### config.mk
export PLATFORM = sky130hd
export DESIGN_NAME = lmfe_out_fifo
export DESIGN_NICKNAME = d
export VERILOG_FILES = /design/src/rtl/core/lmfe_pkg.sv /design/src/rtl/core/lmfe_out_fifo.sv
export SDC_FILE = /design/constraint.sdc
export NUM_CORES = 1
export LEC_CHECK = 0
export CORE_ASPECT_RATIO = 1.4
export CORE_MARGIN = 2
export CORE_UTILIZATION = 40
export CTS_CLUSTER_SIZE = 20
export DETAILED_ROUTE_END_ITERATION = 10
export DONT_BUFFER_PORTS = 1
export GPL_ROUTABILITY_DRIVEN = 0
export SYNTH_ARGS = -nofsm -noshare
export SYNTH_HDL_FRONTEND = slang
export SYNTH_SLANG_ARGS = --single-unit
export TNS_END_PERCENT = 10
### constraint.sdc
create_clock -name clock -period 5.3 [get_ports clock]
set_input_delay 0.795 -clock clock [delete_from_list [all_inputs] [get_ports clock]]
set_output_delay 0.795 -clock clock [all_outputs]
set_load 0.05 [all_outputs]
### src/rtl/core/lmfe_pkg.sv
// Shared types and constants of the line marker file name extractor.
`default_nettype none

package lmfe_pkg;

   typedef struct packed {
      logic [7:0] data_byte;
      logic       end_of_input;
   } req_type;

   typedef struct packed {
      logic [2:0]  kind;
      logic [7:0]  char_value;
      logic        name_changed;
      logic [12:0] name_length;
   } rsp_type;

   // Result kinds
   localparam logic [2:0] KIND_BYTE    = 3'd0;
   localparam logic [2:0] KIND_END     = 3'd1;
   localparam logic [2:0] KIND_FULL    = 3'd2;
   localparam logic [2:0] KIND_DONE    = 3'd3;
   localparam logic [2:0] KIND_BAD_ESC = 3'd4;

   // Work handed from the parser to the compare stage
   typedef enum logic [2:0] {
      OP_NONE    = 3'd0,
      OP_START   = 3'd1,
      OP_STORE   = 3'd2,
      OP_END     = 3'd3,
      OP_FULL    = 3'd4,
      OP_DONE    = 3'd5,
      OP_BAD_ESC = 3'd6
   } op_type;

   typedef struct packed {
      op_type     op;
      logic [7:0] char_value;
   } stage_type;

   localparam logic [7:0] CH_HASH  = 8'h23;
   localparam logic [7:0] CH_QUOTE = 8'h22;
   localparam logic [7:0] CH_BSL   = 8'h5c;
   localparam logic [7:0] CH_SLASH = 8'h2f;
   localparam logic [7:0] CH_CR    = 8'h0d;
   localparam logic [7:0] CH_LF    = 8'h0a;
   localparam logic [7:0] CH_TAB   = 8'h09;
   localparam logic [7:0] CH_BS    = 8'h08;
   localparam logic [7:0] CH_SPACE = 8'h20;
   localparam logic [7:0] CH_0     = 8'h30;
   localparam logic [7:0] CH_9     = 8'h39;
   localparam logic [7:0] CH_LO_A  = 8'h61;
   localparam logic [7:0] CH_LO_B  = 8'h62;
   localparam logic [7:0] CH_LO_E  = 8'h65;
   localparam logic [7:0] CH_LO_F  = 8'h66;
   localparam logic [7:0] CH_LO_I  = 8'h69;
   localparam logic [7:0] CH_LO_L  = 8'h6c;
   localparam logic [7:0] CH_LO_N  = 8'h6e;
   localparam logic [7:0] CH_LO_R  = 8'h72;
   localparam logic [7:0] CH_LO_T  = 8'h74;
   localparam logic [7:0] CH_UP_A  = 8'h41;
   localparam logic [7:0] CH_UP_F  = 8'h46;

   // Result queue
   localparam int OUT_DEPTH = 4;

endpackage

`default_nettype wire

### src/rtl/core/lmfe_out_fifo.sv
// Small result queue between the compare stage and the rsp channel.
`default_nettype none

module lmfe_out_fifo
   import lmfe_pkg::*;
(
   input  wire logic       clock,
   input  wire logic       reset,
   input  wire logic       push,
   input  wire rsp_type    push_data,
   output logic            rsp_valid,
   input  wire logic       rsp_ready,
   output rsp_type         rsp_data,
   output logic [$clog2(OUT_DEPTH+1)-1:0] count
);

   localparam int PW = $clog2(OUT_DEPTH);
   localparam int CW = $clog2(OUT_DEPTH + 1);

   rsp_type       slot_ff [OUT_DEPTH];
   logic [PW-1:0] wr_ptr_ff, rd_ptr_ff;
   logic [CW-1:0] count_ff;
   logic          pop;

   assign pop       = rsp_valid && rsp_ready;
   assign rsp_valid = (count_ff != '0);
   assign rsp_data  = slot_ff[rd_ptr_ff];
   assign count     = count_ff;

   always_ff @(posedge clock) begin
      if (reset) begin
         wr_ptr_ff <= '0;
         rd_ptr_ff <= '0;
         count_ff  <= '0;
      end else begin
         if (push) begin
            wr_ptr_ff <= (wr_ptr_ff == PW'(OUT_DEPTH - 1)) ? '0 : wr_ptr_ff + 1'b1;
         end
         if (pop) begin
            rd_ptr_ff <= (rd_ptr_ff == PW'(OUT_DEPTH - 1)) ? '0 : rd_ptr_ff + 1'b1;
         end
         count_ff <= count_ff + CW'(push) - CW'(pop);
      end
      if (push) begin
         slot_ff[wr_ptr_ff] <= push_data;
      end
   end

endmodule

`default_nettype wire

==> flow_metrics.env <==
export IMPL_status="completed"
export IMPL_ys_types=24
export IMPL_grt_pass1_wl_um=10200
export IMPL_synth_largest_area_cell="edfxtp_1"
export IMPL_via_per_inst=5.07
export IMPL_hold_violations=0
export IMPL_yosysMostFrequentCell="edfxtp_1"
export IMPL_cts_hold_buffers=0
export IMPL_power_density_nw_per_um2=493
export IMPL_drv_slew=0
export IMPL_fill_cells=806
export IMPL_synth_area_top_cells="edfxtp_1 73%, mux4_2 11%, dfxtp_1 4.4%"
export IMPL_met2_usage=0.227
export IMPL_grt_busiest_layer="met2"
export IMPL_start_kind="flop"
export IMPL_wl_per_cell_um=20.2
export IMPL_tightest_slew_ns=1.18
export IMPL_cts_sinks=109
export IMPL_setup_violations=0
export IMPL_worst_r2r_endpoint="count[2]$_SDFF_PP0_"
export IMPL_ys_flop_type="edfxtp_1"
export IMPL_crit_required_ns=4.51
export IMPL_grt_max_degree=26
export IMPL_skew_ns=0.00432
export IMPL_cts_root_buf="clkbuf_16"
export IMPL_syn_inst=175
export IMPL_core_area_um2=9950
export IMPL_crit_path_end_kind="primary output"
export IMPL_finalCoreUtilization=0.457
export IMPL_fmax_ghz=0.335
export IMPL_drc=0
export IMPL_worst_slack_ns=2.31
export IMPL_fin_nets=220
export IMPL_stdcell_count=322
export IMPL_cts_made_buffers=9
export IMPL_synthToLayoutAreaGrowth_pct=10.5
export IMPL_rrSetupSlack_ns=3.01
export IMPL_synth_commonest_cells="100 x edfxtp_1, 20 x mux4_2, 9 x dfxtp_1, 7 x ha_1"
export IMPL_pre_cts_slack_ns=2.62
export IMPL_ant_nets=0
export IMPL_hold_depth=1
export IMPL_syn_nets=212
export IMPL_htreeDepth=3
export IMPL_initial_core_util=0.414
export IMPL_grt_pass1_vias=1803
export IMPL_rows=43
export IMPL_dr_pass1_iters=4
export IMPL_arrival_ns=2.19
export IMPL_fin_crit_ns=2.99
export IMPL_reg2reg_depth=8
export IMPL_die_h_um=124
export IMPL_antenna_found_initial=0
export IMPL_cpLargestDelayFamily="multiplexers"
export IMPL_max_stage_delay_ns=0.92
export IMPL_slew_limit_headroom=0.214
export IMPL_place_inst=307
export IMPL_crit_type="flop to primary output"
export IMPL_ys_seq_elements=109
export IMPL_critPathSlowestCell="mux4_1"
export IMPL_ioPinCount=58
export IMPL_clock_latency_ns=0.33
export IMPL_rsz0062_at_grt="no"
export IMPL_layout_drive_gt1_share=0.219
export IMPL_maxCapViolCount=0
export IMPL_postSynthAreaPerCell_um2=23.5
export IMPL_portBuffers=0
export IMPL_min_to="count[1]$_SDFF_PP0_"
export IMPL_synth_area_um2=4120
export IMPL_yosysSeqAreaShare=0.773
export IMPL_vias=1632
export IMPL_antennaDiodeCount=0
export IMPL_cts_tree="done"
export IMPL_synthArstFlopShare=0
export IMPL_fin_hold_ws_ns=0.518
export IMPL_ctsResizeCount=0
export IMPL_die_area_um2=11100
export IMPL_worstHoldStart="reset"
export IMPL_grtUsageMet1=0.131
export IMPL_drt_total_wl_um=6510
export IMPL_reg2reg_from="count[1]$_SDFF_PP0_"
export IMPL_path_buf_inv=0
export IMPL_synth_edf_count=100
export IMPL_die_w_um=89.7
export IMPL_dpl_hpwl_um=4300
export IMPL_critical_path_cell_chain="mux4_1"
export IMPL_worstHoldPathType="input port to flop"
export IMPL_peakVddDrop_mv=0.424
export IMPL_grt_total_usage=0.125
export IMPL_clk_pin_slew_ns=0.06
export IMPL_cts_setup_buffers=0
export IMPL_synth_top_area_share=0.729
export IMPL_grt_util_met3=0.0472
export IMPL_clockBufferDepth=2
export IMPL_p_leak_uw=0.00146
export IMPL_setup_tns_final_ns=0
export IMPL_yosys_warnings=0
export IMPL_final_period_utilization=0.564
export IMPL_drtIter0Drc=118
export IMPL_grt_ovfl_total=0
export IMPL_crit_fanout=25
==> registers in the layout, indices dropped and copies added, names as in the netlist, named ones only <==
name       count
rd_ptr_ff      2
count          3
slot_ff      100
wr_ptr_ff      2
==> where the power goes <==
group	leakage (uW)	total [uW]	internal (uW)	switching, uW
sequential	0.000993	1100	991	105
combinational	0.000315	478	154	324
clock	0.000152	671	407	264
total	0.00146	2250	1550	694
==> area by class of cell <==
cell class                      instances  area [um^2]  share of cell area
Clock buffer                            9          225              0.0495
Clock inverter                          6         78.8              0.0173
Inverter                                5         18.8             0.00412
Multi-Input combinational cell         54          845               0.186
Sequential cell                       109         3180               0.700
Tap cell                              135          169              0.0371
Timing Repair Buffer                    4         30.0             0.00660
==> worst max path at each step <==
stage | start | to | slack [ns] | cells past startpoint
2_1_floorplan | count[1]$_SDFF_PP0_ | count[2]$_SDFF_PP0_ | 3.17 | 8
3_3_place_gp | flop | rsp_data[19] | 2.64 | 1
3_5_place_dp | flop | rsp_data[24] | 2.62 | 1
4_1_cts | flop | rsp_data[19] | 2.24 | 1
5_1_grt | flop | rsp_data[19] | 2.15 | 1
6_report | flop | rsp_data[24] | 2.31 | 1
==> cells by family (layout without fill, tap and decap cells) <==
group / after synthesis / in the layout / synth area share
flip-flops: 109 / 109 / 0.773
multiplexers: 28 / 28 / 0.149
AND/OR/NAND/NOR: 15 / 15 / 0.0213
buffers and inverters: 12 / 24 / 0.0216
adder cells (fa/ha/maj): 8 / 8 / 0.0261
AO/OA/AOI/OAI: 2 / 2 / 0.00334
XOR/XNOR: 1 / 1 / 0.00547
==> per-stage QoR <==
step	cell area (um^2)	total power [uW]
6_report	4550	2250
2_1_floorplan	4120	1570
3_3_place_gp	4250	1590
4_1_cts	4550	2280
5_1_grt	4550	2330
3_5_place_dp	4250	1600
==> cell usage in the layout (no fill, tap or decap), types with 4 or more instances in the layout <==
cell / count
and2_1: 4
buf_4: 4
clkbuf_16: 9
dfxtp_1: 8
edfxtp_1: 100
ha_1: 7
inv_1: 5
mux4_1: 5
mux4_2: 20
==> per-layer routing <==
metal / vias up / part of all wire
met3: 10 / 0.067
met2: 45 / 0.55
met5: - / 0
met1: 848 / 0.36
met4: 0 / 0.018
li1: 729 / -
(Power assumes the default switching activity.)
