===== config.mk =====
export PLATFORM = sky130hd
export DESIGN_NAME = lmfe_parser
export DESIGN_NICKNAME = d
export VERILOG_FILES = /design/src/rtl/core/lmfe_pkg.sv /design/src/rtl/core/lmfe_parser.sv
export SDC_FILE = /design/constraint.sdc
export NUM_CORES = 1
export LEC_CHECK = 0
export BUFFER_PORTS_ARGS = -buffer_cell sky130_fd_sc_hd__buf_4
export CORE_MARGIN = 5
export CORE_UTILIZATION = 50
export CTS_CLUSTER_DIAMETER = 120
export DETAILED_ROUTE_END_ITERATION = 6
export GPL_TIMING_DRIVEN = 0
export PLACE_DENSITY = 0.76
export REMOVE_ABC_BUFFERS = 1
export SLEW_MARGIN = 25
export SYNTH_ARGS = -nofsm -noshare
export SYNTH_HDL_FRONTEND = slang
export SYNTH_SLANG_ARGS = --single-unit
export TNS_END_PERCENT = 100

===== constraint.sdc =====
create_clock -name clock -period 2.39 [get_ports clock]
set_input_delay 0.1195 -clock clock [delete_from_list [all_inputs] [get_ports clock]]
set_output_delay 0.1195 -clock clock [all_outputs]
set_load 0.01 [all_outputs]

===== src/rtl/core/lmfe_pkg.sv =====
// Shared types and constants of the line marker file name extractor.
`default_nettype none

package lmfe_pkg;

   typedef struct packed {
      logic [7:0] data_byte;
      logic       end_of_input;
   } req_type;

   typedef struct packed {
      logic [2:0]  kind;
      logic [7:0]  char_value;
      logic        name_changed;
      logic [12:0] name_length;
   } rsp_type;

   // Result kinds
   localparam logic [2:0] KIND_BYTE    = 3'd0;
   localparam logic [2:0] KIND_END     = 3'd1;
   localparam logic [2:0] KIND_FULL    = 3'd2;
   localparam logic [2:0] KIND_DONE    = 3'd3;
   localparam logic [2:0] KIND_BAD_ESC = 3'd4;

   // Work handed from the parser to the compare stage
   typedef enum logic [2:0] {
      OP_NONE    = 3'd0,
      OP_START   = 3'd1,
      OP_STORE   = 3'd2,
      OP_END     = 3'd3,
      OP_FULL    = 3'd4,
      OP_DONE    = 3'd5,
      OP_BAD_ESC = 3'd6
   } op_type;

   typedef struct packed {
      op_type     op;
      logic [7:0] char_value;
   } stage_type;

   localparam logic [7:0] CH_HASH  = 8'h23;
   localparam logic [7:0] CH_QUOTE = 8'h22;
   localparam logic [7:0] CH_BSL   = 8'h5c;
   localparam logic [7:0] CH_SLASH = 8'h2f;
   localparam logic [7:0] CH_CR    = 8'h0d;
   localparam logic [7:0] CH_LF    = 8'h0a;
   localparam logic [7:0] CH_TAB   = 8'h09;
   localparam logic [7:0] CH_BS    = 8'h08;
   localparam logic [7:0] CH_SPACE = 8'h20;
   localparam logic [7:0] CH_0     = 8'h30;
   localparam logic [7:0] CH_9     = 8'h39;
   localparam logic [7:0] CH_LO_A  = 8'h61;
   localparam logic [7:0] CH_LO_B  = 8'h62;
   localparam logic [7:0] CH_LO_E  = 8'h65;
   localparam logic [7:0] CH_LO_F  = 8'h66;
   localparam logic [7:0] CH_LO_I  = 8'h69;
   localparam logic [7:0] CH_LO_L  = 8'h6c;
   localparam logic [7:0] CH_LO_N  = 8'h6e;
   localparam logic [7:0] CH_LO_R  = 8'h72;
   localparam logic [7:0] CH_LO_T  = 8'h74;
   localparam logic [7:0] CH_UP_A  = 8'h41;
   localparam logic [7:0] CH_UP_F  = 8'h46;

   // Result queue
   localparam int OUT_DEPTH = 4;

endpackage

`default_nettype wire


===== src/rtl/core/lmfe_parser.sv =====
// Byte-level line marker parser; issues name store writes and compare reads.
`default_nettype none

module lmfe_parser
   import lmfe_pkg::*;
#(
   parameter int NAME_BUFFER_BYTES = 8192,
   parameter int IW = 13
) (
   input  wire logic          clock,
   input  wire logic          reset,
   input  wire logic          accept,
   input  wire req_type       req,
   input  wire logic          bank_select,
   output stage_type          stage_ff,
   output logic [IW-1:0]      index_ff,
   output logic               wr_en,
   output logic [IW:0]        wr_addr,
   output logic [7:0]         wr_data,
   output logic [IW:0]        rd_addr
);

   typedef enum logic [11:0] {
      S_LEAD     = 12'b0000_0000_0001,
      S_HASH     = 12'b0000_0000_0010,
      S_KW_I     = 12'b0000_0000_0100,
      S_KW_N     = 12'b0000_0000_1000,
      S_KW_E     = 12'b0000_0001_0000,
      S_KW_GAP   = 12'b0000_0010_0000,
      S_LINE_GAP = 12'b0000_0100_0000,
      S_NUMBER   = 12'b0000_1000_0000,
      S_NUM_GAP  = 12'b0001_0000_0000,
      S_NAME     = 12'b0010_0000_0000,
      S_ESC      = 12'b0100_0000_0000,
      S_SKIP     = 12'b1000_0000_0000
   } mode_type;

   localparam logic [IW-1:0] FULL_AT = IW'(NAME_BUFFER_BYTES - 1);

   mode_type      mode_ff, mode_in;
   logic [IW-1:0] count_ff, count_in;
   stage_type     stage_in;
   logic [IW-1:0] index_in;
   logic [7:0]    c;
   logic          blank, digit, hex, eol;
   mode_type      skip_mode;

   assign c     = req.data_byte;
   assign blank = (c == CH_SPACE) || (c == CH_TAB);
   assign digit = c inside {[CH_0:CH_9]};
   assign hex   = c inside {[CH_0:CH_9], [CH_LO_A:CH_LO_F], [CH_UP_A:CH_UP_F]};
   assign eol   = (c == CH_CR) || (c == CH_LF);
   assign skip_mode = eol ? S_LEAD : S_SKIP;

   always_comb begin
      mode_in             = mode_ff;
      count_in            = count_ff;
      stage_in.op         = OP_NONE;
      stage_in.char_value = c;
      index_in            = count_ff;
      wr_en               = 1'b0;
      wr_data             = c;
      if (accept) begin
         if (req.end_of_input) begin
            mode_in     = S_LEAD;
            count_in    = '0;
            stage_in.op = OP_DONE;
         end else begin
            case (mode_ff)
               S_LEAD: begin
                  if (!blank) begin
                     mode_in = (c == CH_HASH) ? S_HASH : skip_mode;
                  end
               end
               S_HASH: begin
                  if (!blank) begin
                     if (c == CH_LO_L) begin
                        mode_in = S_KW_I;
                     end else if (digit) begin
                        mode_in = S_NUMBER;
                     end else begin
                        mode_in = skip_mode;
                     end
                  end
               end
               S_KW_I:   mode_in = (c == CH_LO_I) ? S_KW_N : S_SKIP;
               S_KW_N:   mode_in = (c == CH_LO_N) ? S_KW_E : S_SKIP;
               S_KW_E:   mode_in = (c == CH_LO_E) ? S_KW_GAP : S_SKIP;
               S_KW_GAP: mode_in = blank ? S_LINE_GAP : S_SKIP;
               S_LINE_GAP: begin
                  if (!blank) begin
                     mode_in = digit ? S_NUMBER : skip_mode;
                  end
               end
               S_NUMBER: begin
                  if (!hex) begin
                     mode_in = blank ? S_NUM_GAP : skip_mode;
                  end
               end
               S_NUM_GAP: begin
                  if (!blank) begin
                     if (c == CH_QUOTE) begin
                        mode_in     = S_NAME;
                        count_in    = '0;
                        stage_in.op = OP_START;
                     end else begin
                        mode_in = skip_mode;
                     end
                  end
               end
               S_NAME: begin
                  if (count_ff >= FULL_AT) begin
                     mode_in     = skip_mode;
                     stage_in.op = OP_FULL;
                  end else if (c == CH_BSL) begin
                     mode_in = S_ESC;
                  end else if (c == CH_QUOTE) begin
                     mode_in     = S_SKIP;
                     stage_in.op = OP_END;
                  end else begin
                     stage_in.op = OP_STORE;
                     wr_en       = 1'b1;
                     count_in    = count_ff + 1'b1;
                  end
               end
               S_ESC: begin
                  mode_in     = S_NAME;
                  stage_in.op = OP_STORE;
                  wr_en       = 1'b1;
                  count_in    = count_ff + 1'b1;
                  case (c)
                     CH_BSL:  wr_data = CH_SLASH;
                     CH_LO_T: wr_data = CH_TAB;
                     CH_LO_R: wr_data = CH_CR;
                     CH_LO_N: wr_data = CH_LF;
                     CH_LO_B: wr_data = CH_BS;
                     default: begin
                        // drop the byte and report it
                        stage_in.op = OP_BAD_ESC;
                        wr_en       = 1'b0;
                        count_in    = count_ff;
                     end
                  endcase
                  if (wr_en) begin
                     stage_in.char_value = wr_data;
                  end
               end
               S_SKIP: begin
                  if (eol) begin
                     mode_in = S_LEAD;
                  end
               end
               default: mode_in = skip_mode;
            endcase
         end
      end
   end

   // Write the bank not holding the previous name; read the previous one.
   assign wr_addr = {~bank_select, count_ff};
   assign rd_addr = {bank_select, count_ff};

   always_ff @(posedge clock) begin
      if (reset) begin
         mode_ff     <= S_LEAD;
         count_ff    <= '0;
         stage_ff.op <= OP_NONE;
      end else begin
         mode_ff     <= mode_in;
         count_ff    <= count_in;
         stage_ff.op <= stage_in.op;
      end
      stage_ff.char_value <= stage_in.char_value;
      index_ff            <= index_in;
   end

endmodule

`default_nettype wire


==> flow_summary.ini <==
[floorplan]
ios = 74
die_y_um = 87.0
core_area_sq_um = 5850
die_w_um = 87.0
initial_utilization_pct = 50.7
die-area_sq_um = 7570
row_count = 28

[yosys]
synth_cell_types = 70
synth-seq-area-share_pct = 33.1
yosys-top-cells-count = dfxtp_1, nand2_1, nand3_1, a21oi_1
synth_most_common_cell = dfxtp_1
synth_edf_count = 0
yosys_warnings = 0
syn_area_per_cell_sq_um = 8.60
synth_area_sq_um = 2970
ys.flop_type = dfxtp_1
synth_area_leader_cell = dfxtp_1
ys_ff_latch = 49
async_flop_share_pct = 0
synthTopCellsByArea = dfxtp_1, buf_4, nand3_1, a31oi_1, nand2_1
yosys.area.top_type_share_pct = 33.1
postSynthCellCount = 345

[routing]
drc = 0
drt-initial-drc-count = 235
detail_route.first_pass.iterations = 5
drt-total-wl_um = 8030
antenna_left = 0
num_vias = 2909
via_per_inst = 6.05
routedWlPerCell_um = 16.7

[sta]
max_slew_margin_pct = 50.5
hold_viol_final = 0
min_period_ns = 2.34
rsz0062_at_grt = yes
fin_crit_sh_pct = 97.8
fmax_mhz = 428
finalMaxSlewViolations = 0
worst_pin_slew_ns = 0.740
final.setup_skew_ns = 0.00603
setup_viol = 0

[critical_path]
startpoint = mode_ff[2]
critPathRequiredTime_ns = 2.59
crit_type = reg -> reg
endpoint_kind = register
cp-start-kind = register
worstReg2RegStart = mode_ff[2]
cp_max_fo = 11
worstPathArrival_ns = 2.54

[grt]
overflow = 0
track_usage_pct = 21.2
grt_pass1_wl_um = 13100
grt_start_max_net_pins = 20
first_global_vias = 2712
antenna_found_initial = 0

[cts]
cts_max_path_buffers = 2
cts_buffers = 5
htree_levels = 2
clkLatencyLatePin_ns = 0.31
path_clk_slew_ns = 0.10
root_buffer = clkbuf_8
clock-sinks = 49
cts_tree = yes

[layout]
area_growth_pct = 27.2
fin_nets = 419
fin_area_sq_um = 3770
n_antenna_cell = 0
drive_above_1_share_pct = 36.9
finish.utilization_pct = 64.5
multi_input_area_sq_um = 1880
nFillCells = 505
seq_area_sq_um = 1000

[status]
status = completed

[power]
ir_drop_v = 0.000280
power_density_nw_per_um2 = 411
leakage_uw = 0.00147

[hold_path]
min_path_type = in -> reg
hold_path.startpoint = req[7]

[placed_design]
placed_area_sq_um = 3390
gp_congestion = 0.913
port_buffers = 73
dp_hpwl_um = 5460

[flow_run]
drv_cap = 0
==> final cells by class <==
cell class	instances	share of cell area (%)
inverters	5	0.498
clock inverters	3	0.663
repair buffers	91	18.2
flip-flops and latches	49	26.5
multi-input cells	253	49.8
clock buffers	5	1.82
well taps	75	2.49
==> critical path: stages, from the launching register on <==
cell and delay, ns:
dfxtp_2 0.38, nor4_4 0.34, buf_4 0.19, buf_4 0.17
nand3_2 0.13, a211o_1 0.37, nand4_4 0.15, nand2_2 0.16
o32a_1 0.34
==> layer usage <==
metal,GRT usage [%],part of all wire (%),up-vias
met4,6.52,1.4,0
met3,3.41,8.1,10
met5,0,0,-
met1,28.3,44,1367
met2,34.9,46,126
li1,-,-,1406
==> final timing paths <==
kind / end / slack (ns) / cells after the start
min reg2reg: index_ff[11] / 0.41 / 0
max: mode_ff[0] / 0.05 / 8
min: stage_ff[6] / 0.07 / 2
max reg2reg: mode_ff[0] / 0.05 / 8
==> cells in the final DEF, fill, tap and decap left out, types with 4 or more instances in the layout <==
master	Yosys	layout
nand3_1	20	18
a31oi_1	15	14
nand2b_1	8	8
or3_1	8	7
and3_1	7	6
mux2i_1	7	7
o21ai_0	9	8
a21oi_1	17	17
nand4_1	5	5
dfxtp_2	0	13
clkbuf_8	0	5
or2_2	6	6
nor2b_1	12	12
nor2_1	16	16
nand3b_1	7	7
dfxtp_1	49	35
or3b_1	4	4
inv_1	4	4
buf_4	16	90
nor3_1	7	7
nand2_1	23	21
or4_1	7	5
==> repair_timing <==
| action | CTS | global route |
|---|---|---|
| pin swaps | 3 | 6 |
| gates resized for setup | 25 | 14 |
| hold endpoints to repair | 1 | 0 |
| endpoints found under the setup margin | 32 | 20 |
| setup buffers | 8 | 9 |
| hold buffers | 1 | 0 |
| gates cloned | 0 | 0 |
==> sequential cells by signal (all words and copies together) (netlist names) <==
register,flops
stage_ff,11
count_ff,13
mode_ff,12
index_ff,13
==> power by group <==
group | internal (uW) | leakage (uW) | switching, uW
Sequential | 826 | 0.000406 | 13.2
Combinational | 89.6 | 0.00102 | 119
Clock | 212 | 0.0000447 | 293
Total | 1130 | 0.00147 | 424
==> stage by stage <==
step	instances	hold slack [ns]	TNS, ns	worst slack (ns)	power, uW
after floorplan	307	0.147	0	0.00831	953
after global placement	455	0.280	-7.62	-0.535	1040
after detailed placement	455	0.285	-8.49	-0.570	1050
after CTS	472	0.0701	0	0.00538	1560
after global routing	481	0.0820	-0.0866	-0.0433	1620
final	481	0.0728	0	0.0532	1550
==> cell families after synthesis <==
kind of cell               Yosys count  share of synthesized area (%)
xor gates and xnor gates             4                           1.18
and+or+nand+nor                    161                           34.8
adders and majority gates            1                          0.422
AOI/OAI and AO/OA                   80                           20.2
muxes                                7                           2.36
DFF                                 49                           33.1
buffers and inverters               43                           7.97
(Power assumes the default switching activity.)
