==> src/rtl/core/lmfe_pkg.sv <==
// Shared types and constants of the line marker file name extractor.
`default_nettype none

package lmfe_pkg;

   typedef struct packed {
      logic [7:0] data_byte;
      logic       end_of_input;
   } req_type;

   typedef struct packed {
      logic [2:0]  kind;
      logic [7:0]  char_value;
      logic        name_changed;
      logic [12:0] name_length;
   } rsp_type;

   // Result kinds
   localparam logic [2:0] KIND_BYTE    = 3'd0;
   localparam logic [2:0] KIND_END     = 3'd1;
   localparam logic [2:0] KIND_FULL    = 3'd2;
   localparam logic [2:0] KIND_DONE    = 3'd3;
   localparam logic [2:0] KIND_BAD_ESC = 3'd4;

   // Work handed from the parser to the compare stage
   typedef enum logic [2:0] {
      OP_NONE    = 3'd0,
      OP_START   = 3'd1,
      OP_STORE   = 3'd2,
      OP_END     = 3'd3,
      OP_FULL    = 3'd4,
      OP_DONE    = 3'd5,
      OP_BAD_ESC = 3'd6
   } op_type;

   typedef struct packed {
      op_type     op;
      logic [7:0] char_value;
   } stage_type;

   localparam logic [7:0] CH_HASH  = 8'h23;
   localparam logic [7:0] CH_QUOTE = 8'h22;
   localparam logic [7:0] CH_BSL   = 8'h5c;
   localparam logic [7:0] CH_SLASH = 8'h2f;
   localparam logic [7:0] CH_CR    = 8'h0d;
   localparam logic [7:0] CH_LF    = 8'h0a;
   localparam logic [7:0] CH_TAB   = 8'h09;
   localparam logic [7:0] CH_BS    = 8'h08;
   localparam logic [7:0] CH_SPACE = 8'h20;
   localparam logic [7:0] CH_0     = 8'h30;
   localparam logic [7:0] CH_9     = 8'h39;
   localparam logic [7:0] CH_LO_A  = 8'h61;
   localparam logic [7:0] CH_LO_B  = 8'h62;
   localparam logic [7:0] CH_LO_E  = 8'h65;
   localparam logic [7:0] CH_LO_F  = 8'h66;
   localparam logic [7:0] CH_LO_I  = 8'h69;
   localparam logic [7:0] CH_LO_L  = 8'h6c;
   localparam logic [7:0] CH_LO_N  = 8'h6e;
   localparam logic [7:0] CH_LO_R  = 8'h72;
   localparam logic [7:0] CH_LO_T  = 8'h74;
   localparam logic [7:0] CH_UP_A  = 8'h41;
   localparam logic [7:0] CH_UP_F  = 8'h46;

   // Result queue
   localparam int OUT_DEPTH = 4;

endpackage

`default_nettype wire

==> src/rtl/core/lmfe_compare.sv <==
// Compare stage: checks each stored byte against the previous name, forms results.
`default_nettype none

module lmfe_compare
   import lmfe_pkg::*;
#(
   parameter int IW = 13
) (
   input  wire logic          clock,
   input  wire logic          reset,
   input  wire stage_type     stage,
   input  wire logic [IW-1:0] index,
   input  wire logic [7:0]    rd_data,
   output logic               push,
   output rsp_type            rsp,
   output logic               bank_select
);

   logic          differs_ff, differs_in;
   logic          have_prev_ff, have_prev_in;
   logic [IW-1:0] prev_len_ff, prev_len_in;
   logic          bank_ff, bank_in;
   logic          changed;

   assign changed = !have_prev_ff || (prev_len_ff != index) || differs_ff;

   always_comb begin
      differs_in       = differs_ff;
      have_prev_in     = have_prev_ff;
      prev_len_in      = prev_len_ff;
      bank_in          = bank_ff;
      push             = 1'b0;
      rsp.kind         = KIND_BYTE;
      rsp.char_value   = '0;
      rsp.name_changed = 1'b0;
      rsp.name_length  = '0;
      case (stage.op)
         OP_START: differs_in = 1'b0;
         OP_STORE: begin
            push           = 1'b1;
            rsp.char_value = stage.char_value;
            if (!(have_prev_ff && (index < prev_len_ff)) || (rd_data != stage.char_value)) begin
               differs_in = 1'b1;
            end
         end
         OP_END: begin
            push             = 1'b1;
            rsp.kind         = KIND_END;
            rsp.name_changed = changed;
            rsp.name_length  = 13'(index);
            if (changed) begin
               bank_in      = ~bank_ff;
               prev_len_in  = index;
               have_prev_in = 1'b1;
            end
         end
         OP_FULL: begin
            push     = 1'b1;
            rsp.kind = KIND_FULL;
         end
         OP_DONE: begin
            push         = 1'b1;
            rsp.kind     = KIND_DONE;
            differs_in   = 1'b0;
            have_prev_in = 1'b0;
            prev_len_in  = '0;
         end
         OP_BAD_ESC: begin
            push           = 1'b1;
            rsp.kind       = KIND_BAD_ESC;
            rsp.char_value = stage.char_value;
         end
         default: ;
      endcase
   end

   assign bank_select = bank_ff;

   always_ff @(posedge clock) begin
      if (reset) begin
         differs_ff   <= 1'b0;
         have_prev_ff <= 1'b0;
         prev_len_ff  <= '0;
         bank_ff      <= 1'b0;
      end else begin
         differs_ff   <= differs_in;
         have_prev_ff <= have_prev_in;
         prev_len_ff  <= prev_len_in;
         bank_ff      <= bank_in;
      end
   end

endmodule

`default_nettype wire

==> config.mk <==
export PLATFORM = sky130hd
export DESIGN_NAME = lmfe_compare
export DESIGN_NICKNAME = d
export VERILOG_FILES = /design/src/rtl/core/lmfe_pkg.sv /design/src/rtl/core/lmfe_compare.sv
export SDC_FILE = /design/constraint.sdc
export NUM_CORES = 1
export LEC_CHECK = 0
export ABC_AREA = 1
export BUFFER_PORTS_ARGS = -buffer_cell sky130_fd_sc_hd__buf_2
export CAP_MARGIN = 20
export CORE_AREA = 5 5 61 63
export CTS_CLUSTER_DIAMETER = 150
export CTS_CLUSTER_SIZE = 28
export DETAILED_ROUTE_END_ITERATION = 10
export DIE_AREA = 0 0 66 68
export PLACE_DENSITY = 0.79
export SLEW_MARGIN = 0
export SYNTH_ARGS = -nofsm -noshare
export SYNTH_HDL_FRONTEND = slang
export SYNTH_SLANG_ARGS = --single-unit
==> constraint.sdc <==
create_clock -name clock -period 2.04 [get_ports clock]
set_input_delay 0.102 -clock clock [delete_from_list [all_inputs] [get_ports clock]]
set_output_delay 0.102 -clock clock [all_outputs]
set_load 0.03 [all_outputs]
==> flow_metrics.env, run 1 <==
export IMPL_status="complete, no violations"
export IMPL_drtIter0Drc=82
export IMPL_cts_root_buffer="clkbuf_4"
export IMPL_cts_max_path_buffers=2
export IMPL_htreeDepth=1
export IMPL_setup_violations=0
export IMPL_drt_pass1_iterations=4
export IMPL_grt_pass1_vias=1365
export IMPL_wire_per_inst_um=10.1
export IMPL_grt_overflow_total=0
export IMPL_dieWidth_um=66
export IMPL_dp_hpwl_um=2660
export IMPL_coreArea_um2=3180
export IMPL_arrival_ns=1.79
export IMPL_seqPwrFrac_pct=43.8
export IMPL_async_reset_ff_share_pct=0
export IMPL_synthTopCellsByCount="inv_1, nand2_1, nor2_1"
export IMPL_die_area_um2=4490
export IMPL_ys_top_cells_by_area="dfxtp_1, inv_1, nand2_1"
export IMPL_cts_tree="done"
export IMPL_worst_setup_path_start_kind="flip-flop"
export IMPL_combPwrFrac_pct=33.1
export IMPL_ys_ff_latch=16
export IMPL_drive_gt1_share_pct=32.5
export IMPL_vias_per_cell=4.47
export IMPL_io_pins=61
export IMPL_synth_compound_area_share_pct=9.80
export IMPL_dieHeight_um=68
export IMPL_yosysSeqAreaShare_pct=23.0
export IMPL_ant_nets=0
export IMPL_cts_buffers_inserted=3
export IMPL_synthesis_nets=269
export IMPL_fin_crit_sh_pct=92.9
export IMPL_place_port_buffers=60
export IMPL_max_cap_violations=0
export IMPL_fin_ws_ns=0.145
export IMPL_tns_ns=0
export IMPL_synth_xor_area_share_pct=0.629
export IMPL_synth_mux_area_share_pct=0
export IMPL_ir_drop_mv=0.178
export IMPL_via_count=1469
export IMPL_hold_class="input port to flip-flop"
export IMPL_synth_simple_gate_area_share_pct=36.5
export IMPL_synth_ff_type="dfxtp_1"
export IMPL_cts_sinks=16
export IMPL_rows=21
export IMPL_hold_viol=0
export IMPL_power_switching_mw=0.268
export IMPL_area_growth_pct=26.7
export IMPL_antenna_cells=0
export IMPL_drc_errors=0
export IMPL_drv_slew=0
export IMPL_synth_top_cell_by_area="dfxtp_1"
export IMPL_initial_core_util_pct=43.8
export IMPL_dpl_worst_slack_ns=0.353
export IMPL_p_clk_share_pct=23.1
export IMPL_syn_area_um2=1390
export IMPL_nNetsFinal=332
export IMPL_synth_most_common_cell="inv_1"
export IMPL_placed_area_um2=1700
export IMPL_criticalPathCategory="flip-flop to primary output"
export IMPL_synthAdderAreaFrac_pct=11.7
export IMPL_sw_frac_of_total_pct=35.8
export IMPL_avgSynthCellArea_um2=6.27
export IMPL_rsz0062_at_grt="false"
export IMPL_postLayoutCellArea_um2=1760
export IMPL_relSlewSlack_pct=60.9
export IMPL_ys_types=24
export IMPL_gp_congestion=0.777
export IMPL_track_usage_pct=15.4
export IMPL_cellLeakagePower_nw=0.992
export IMPL_clk_pin_slew_ns=0.10
export IMPL_cp_end_kind="primary output"
export IMPL_required_ns=1.94
export IMPL_synth_top_area_share_pct=23.0
export IMPL_max_slew_worst_pin_slew_ns=0.586
export IMPL_antenna_found_initial=0
export IMPL_fin_crit_ns=1.89
export IMPL_yosysWarnings=0
export IMPL_holdBufCountCts=0
export IMPL_grt_max_degree=17
export IMPL_fin_worst_skew_ns=0.00520
export IMPL_timing_hold_ws_ns=0.0714
export IMPL_drt_total_wl_um=3330
export IMPL_power_density_nw_per_um2=426
export IMPL_p_int_mw=0.482
export IMPL_synth_edf_count=0
export IMPL_syn_instance_count=222
export IMPL_grt_pass1_wl_um=5570
export IMPL_synth_top_family_by_area="simple AND/OR/NAND/NOR gates"
export IMPL_max_freq_mhz=528
export IMPL_crit_fanout=16
export IMPL_worstSkewPairLatency_ns=0.29
[kinds of logic (layout without fill, tap and decap cells)]
group                    Yosys count  in the layout
AO/OA/AOI/OAI                     20             20
AND/OR/NAND/NOR                  112            112
buffers and inverters             60            121
adder cells (fa/ha/maj)           13             13
flip-flops                        16             16
XOR/XNOR                           1              1
[registers in the layout, indices dropped and copies added (netlist names)]
signal	count
bank_select	1
prev_len_ff	13
have_prev_ff	1
differs_ff	1
[final cells by class]
cell class | instances | area [um^2]
repair buffers | 64 | 330
fillers | 336 | 1420
inverters | 54 | 208
well taps | 46 | 57.6
multi-input cells | 146 | 825
flip-flops and latches | 16 | 320
clock buffers | 3 | 22.5
[stage by stage]
| stage | power (mW) | cells | utilization [%] |
|---|---|---|---|
| after global placement | 0.576 | 322 | 53.5 |
| after floorplan | 0.497 | 222 | - |
| final | 0.750 | 329 | 55.5 |
| after detailed placement | 0.580 | 322 | 53.5 |
| after global routing | 0.804 | 329 | 55.5 |
| after CTS | 0.754 | 325 | 54.2 |
[placed cells by master, fill, tap and decap left out, types with 2 or more instances in the layout]
cell type,count
buf_2,60
inv_1,51
nand2_1,47
nor2_1,31
nand3_1,17
dfxtp_1,16
ha_1,13
a21oi_2,9
a21oi_1,9
nand2_2,8
buf_4,4
nand4_1,3
clkbuf_4,3
inv_2,2
nand3_2,2
[final timing paths]
path	endpoint	slack (ns)	cells past startpoint	startpoint
min reg2reg	bank_select$_SDFFE_PP0P_	0.46	1	bank_select$_SDFFE_PP0P_
max	rsp[13]	0.15	10	prev_len_ff[12]$_SDFFE_PP0P_
max reg2reg	prev_len_ff[8]$_SDFFE_PP0P_	0.38	11	prev_len_ff[12]$_SDFFE_PP0P_
min	prev_len_ff[0]$_SDFFE_PP0P_	0.07	3	index[0]
[layer usage]
layer | up-vias | wire (um) | GRT usage (%)
li1 | 796 | - | -
met1 | 624 | 1510 | 18.7
met2 | 47 | 1560 | 27.9
met3 | 2 | 244 | 3.78
met4 | 0 | 12 | 2.28
met5 | - | 0 | 0
[repair_timing]
action | CTS | global route
setup buffers | 0 | 4
setup endpoints to repair | 0 | 1
gates resized for setup | 0 | 1
[power by group through the flow]
stage / Clock (mW) / Sequential [mW] / Combinational [mW]
CTS: 0.181 / 0.329 / 0.245
global placement: 0 / 0.335 / 0.240
global route: 0.195 / 0.330 / 0.280
finish: 0.174 / 0.329 / 0.248
detailed placement: 0 / 0.336 / 0.244
floorplan: 0 / 0.337 / 0.161
[worst max-delay path, cell delays in order (launching register included)]
cell and delay (ns):
dfxtp_1 0.34, inv_1 0.04, ha_1 0.28, nand2_1 0.07, inv_2 0.06, nand3_2 0.07
nor2_2 0.12, nand3_2 0.13, nand2_8 0.12, inv_6 0.08, buf_2 0.18
No activity file was read; power rests on OpenSTA's default activity.
==> run 2, diff against run 1 <==
Settings changed: CORE_AREA 5 5 61 63 to 5 5 70 72, DIE_AREA 0 0 66 68 to 0 0 75 77, PLACE_DENSITY 0.79 to 0.62.
==> run 2 against run 1 <==
Against the previous run:
- sequential power barely moved
- setup slack got worse by 0.017 ns
- clock power rose by 70%
- largest power group unchanged
- sequential share of layout area fell by 0.10 points
- core utilization fell by 14 points
==> flow_metrics.env, run 2 (synthesis results as in run 1) <==
export IMPL_regToRegSetupSlack_ns=0.37
export IMPL_holdBufCountCts=0
export IMPL_max_stage_delay_ns=0.33
export IMPL_most_common_layout_cells="buf_2, inv_1, nand2_1"
export IMPL_hold_end="prev_len_ff[0]$_SDFFE_PP0P_"
export IMPL_fin_worst_skew_ns=0.00265
export IMPL_gp_congestion=0.700
export IMPL_final_common_cell="buf_2"
export IMPL_grt_overflow_total=0
export IMPL_r2r_start="prev_len_ff[12]$_SDFFE_PP0P_"
export IMPL_antenna_found_initial=0
export IMPL_ant_nets=0
export IMPL_arrival_ns=1.81
export IMPL_cts_buffers_inserted=3
export IMPL_clk_pin_slew_ns=0.07
export IMPL_dieHeight_um=77
export IMPL_tns_ns=0
export IMPL_hold_viol=0
export IMPL_reg2reg_to="bank_select$_SDFFE_PP0P_"
export IMPL_dp_hpwl_um=2690
export IMPL_cpMaxStageDelayCell="dfxtp_1"
export IMPL_cts_sinks=16
export IMPL_timing_critical_path_mode_cell="nand3_2"
export IMPL_cp_cell_sequence="inv_1 -> ha_1 -> nand2_1 -> inv_2 -> nand3_2 -> nor2_2 -> nand3_2 -> nand2_8 -> inv_6 -> buf_2"
export IMPL_drv_slew=0
export IMPL_r2r_cells=11
export IMPL_htreeDepth=1
export IMPL_grt_max_degree=17
export IMPL_drtIter0Drc=48
export IMPL_dieWidth_um=75
export IMPL_hold_path_depth=3
export IMPL_area_growth_pct=27.4
export IMPL_setup_violations=0
export IMPL_cts_root_buffer="clkbuf_8"
export IMPL_top_register="prev_len_ff"
export IMPL_via_count=1414
export IMPL_max_freq_mhz=523
export IMPL_cts_max_path_buffers=2
export IMPL_rsz0062_at_grt="false"
export IMPL_largest_reg_flops=13
export IMPL_required_ns=1.94
export IMPL_relSlewSlack_pct=59.3
export IMPL_grt_pass1_vias=1351
export IMPL_status="complete, no violations"
export IMPL_cellLeakagePower_nw=0.989
export IMPL_worst_setup_path_start_kind="flip-flop"
export IMPL_crit_fanout=16
export IMPL_cp_end_kind="primary output"
export IMPL_coreArea_um2=4230
export IMPL_cts_tree="done"
export IMPL_drive_gt1_share_pct=31.8
export IMPL_fin_crit_sh_pct=93.7
export IMPL_power_total_mw=0.868
export IMPL_criticalPathCategory="flip-flop to primary output"
export IMPL_initial_core_util_pct=32.9
export IMPL_io_pins=61
export IMPL_ir_drop_mv=0.213
export IMPL_place_port_buffers=60
export IMPL_drt_total_wl_um=3370
export IMPL_grt_pass1_wl_um=5570
export IMPL_nNetsFinal=328
export IMPL_vias_per_cell=4.26
export IMPL_antenna_cells=0
export IMPL_hold_class="input port to flip-flop"
export IMPL_max_cap_violations=0
export IMPL_drc_errors=0
export IMPL_fillers=474
export IMPL_max_slew_worst_pin_slew_ns=0.608
export IMPL_drt_pass1_iterations=6
export IMPL_power_density_nw_per_um2=489
export IMPL_worstSkewPairLatency_ns=0.26
export IMPL_fin_crit_ns=1.91
export IMPL_hold_path_startpoint="index[0]"
export IMPL_wire_per_inst_um=10.2
export IMPL_track_usage_pct=11.8
export IMPL_die_area_um2=5780
export IMPL_rows=24
==> run 2: cell types whose count changed in the layout (fill, tap and decap cells not counted) <==
cell | previous run | this run
buf_4 | 4 | 0
clkbuf_4 | 3 | 0
clkbuf_8 | 0 | 4
==> run 2: routing by layer <==
layer / GRT usage [%] / up-vias / part of all wire, %
met5: 0 / - / 0
met4: 3.20 / 0 / 0.83
met3: 1.83 / 3 / 6.8
met2: 19.5 / 44 / 46
met1: 15.4 / 581 / 46
li1: - / 786 / -
==> run 2: layout make-up <==
type                       instances  area (um^2)  area share (%)
timing repair buffer              60          300            16.9
clock buffer                       4         55.1            3.11
inverter                          54          208            11.7
multi-input combinational        146          825            46.5
tap                               52         65.1            3.67
sequential                        16          320            18.1
==> run 2: metrics by stage <==
step | hold slack, ns | utilization, % | instance area (um^2) | setup slack, ns | cells
after floorplan | 0.171 | - | 1390 | 0.515 | 222
after global placement | 0.384 | 40.4 | 1710 | 0.394 | 328
after detailed placement | 0.383 | 40.4 | 1710 | 0.364 | 328
after CTS | 0.110 | 41.7 | 1760 | 0.0833 | 332
after global routing | 0.117 | 41.9 | 1770 | 0.00260 | 332
final | 0.110 | 41.9 | 1770 | 0.129 | 332
==> run 2: how the worst max path moves through the flow <==
stage	slack, ns	startpoint	cells past startpoint	to
after global routing	0.003	prev_len_ff[12]$_SDFFE_PP0P_	10	rsp[13]
after detailed placement	0.36	prev_len_ff[12]$_SDFFE_PP0P_	11	bank_select$_SDFFE_PP0P_
final	0.13	prev_len_ff[12]$_SDFFE_PP0P_	10	rsp[13]
after CTS	0.08	prev_len_ff[12]$_SDFFE_PP0P_	10	rsp[13]
after floorplan	0.52	prev_len_ff[12]$_SDFFE_PP0P_	12	prev_len_ff[0]$_SDFFE_PP0P_
after global placement	0.39	prev_len_ff[12]$_SDFFE_PP0P_	11	bank_select$_SDFFE_PP0P_
==> run 2: where the power goes <==
part / switching [mW] / internal [mW] / leakage (nW)
combinational: 0.156 / 0.0866 / 0.830
clock: 0.125 / 0.172 / 0.0288
sequential: 0.00545 / 0.323 / 0.130
==> run 2: timing repair <==
item | CTS | global route
endpoints found under the hold margin | 0 | 0
setup endpoints to repair | 0 | 1
buffers inserted | 0 | 0
resized for setup | 0 | 1
==> run 2: critical path, delay by kind of cell (launching register included) <==
kind / cells / cell delay (ns)
flops: 1 / 0.33
simple gates: 5 / 0.55
buf+inv: 4 / 0.38
fa+ha+maj: 1 / 0.28
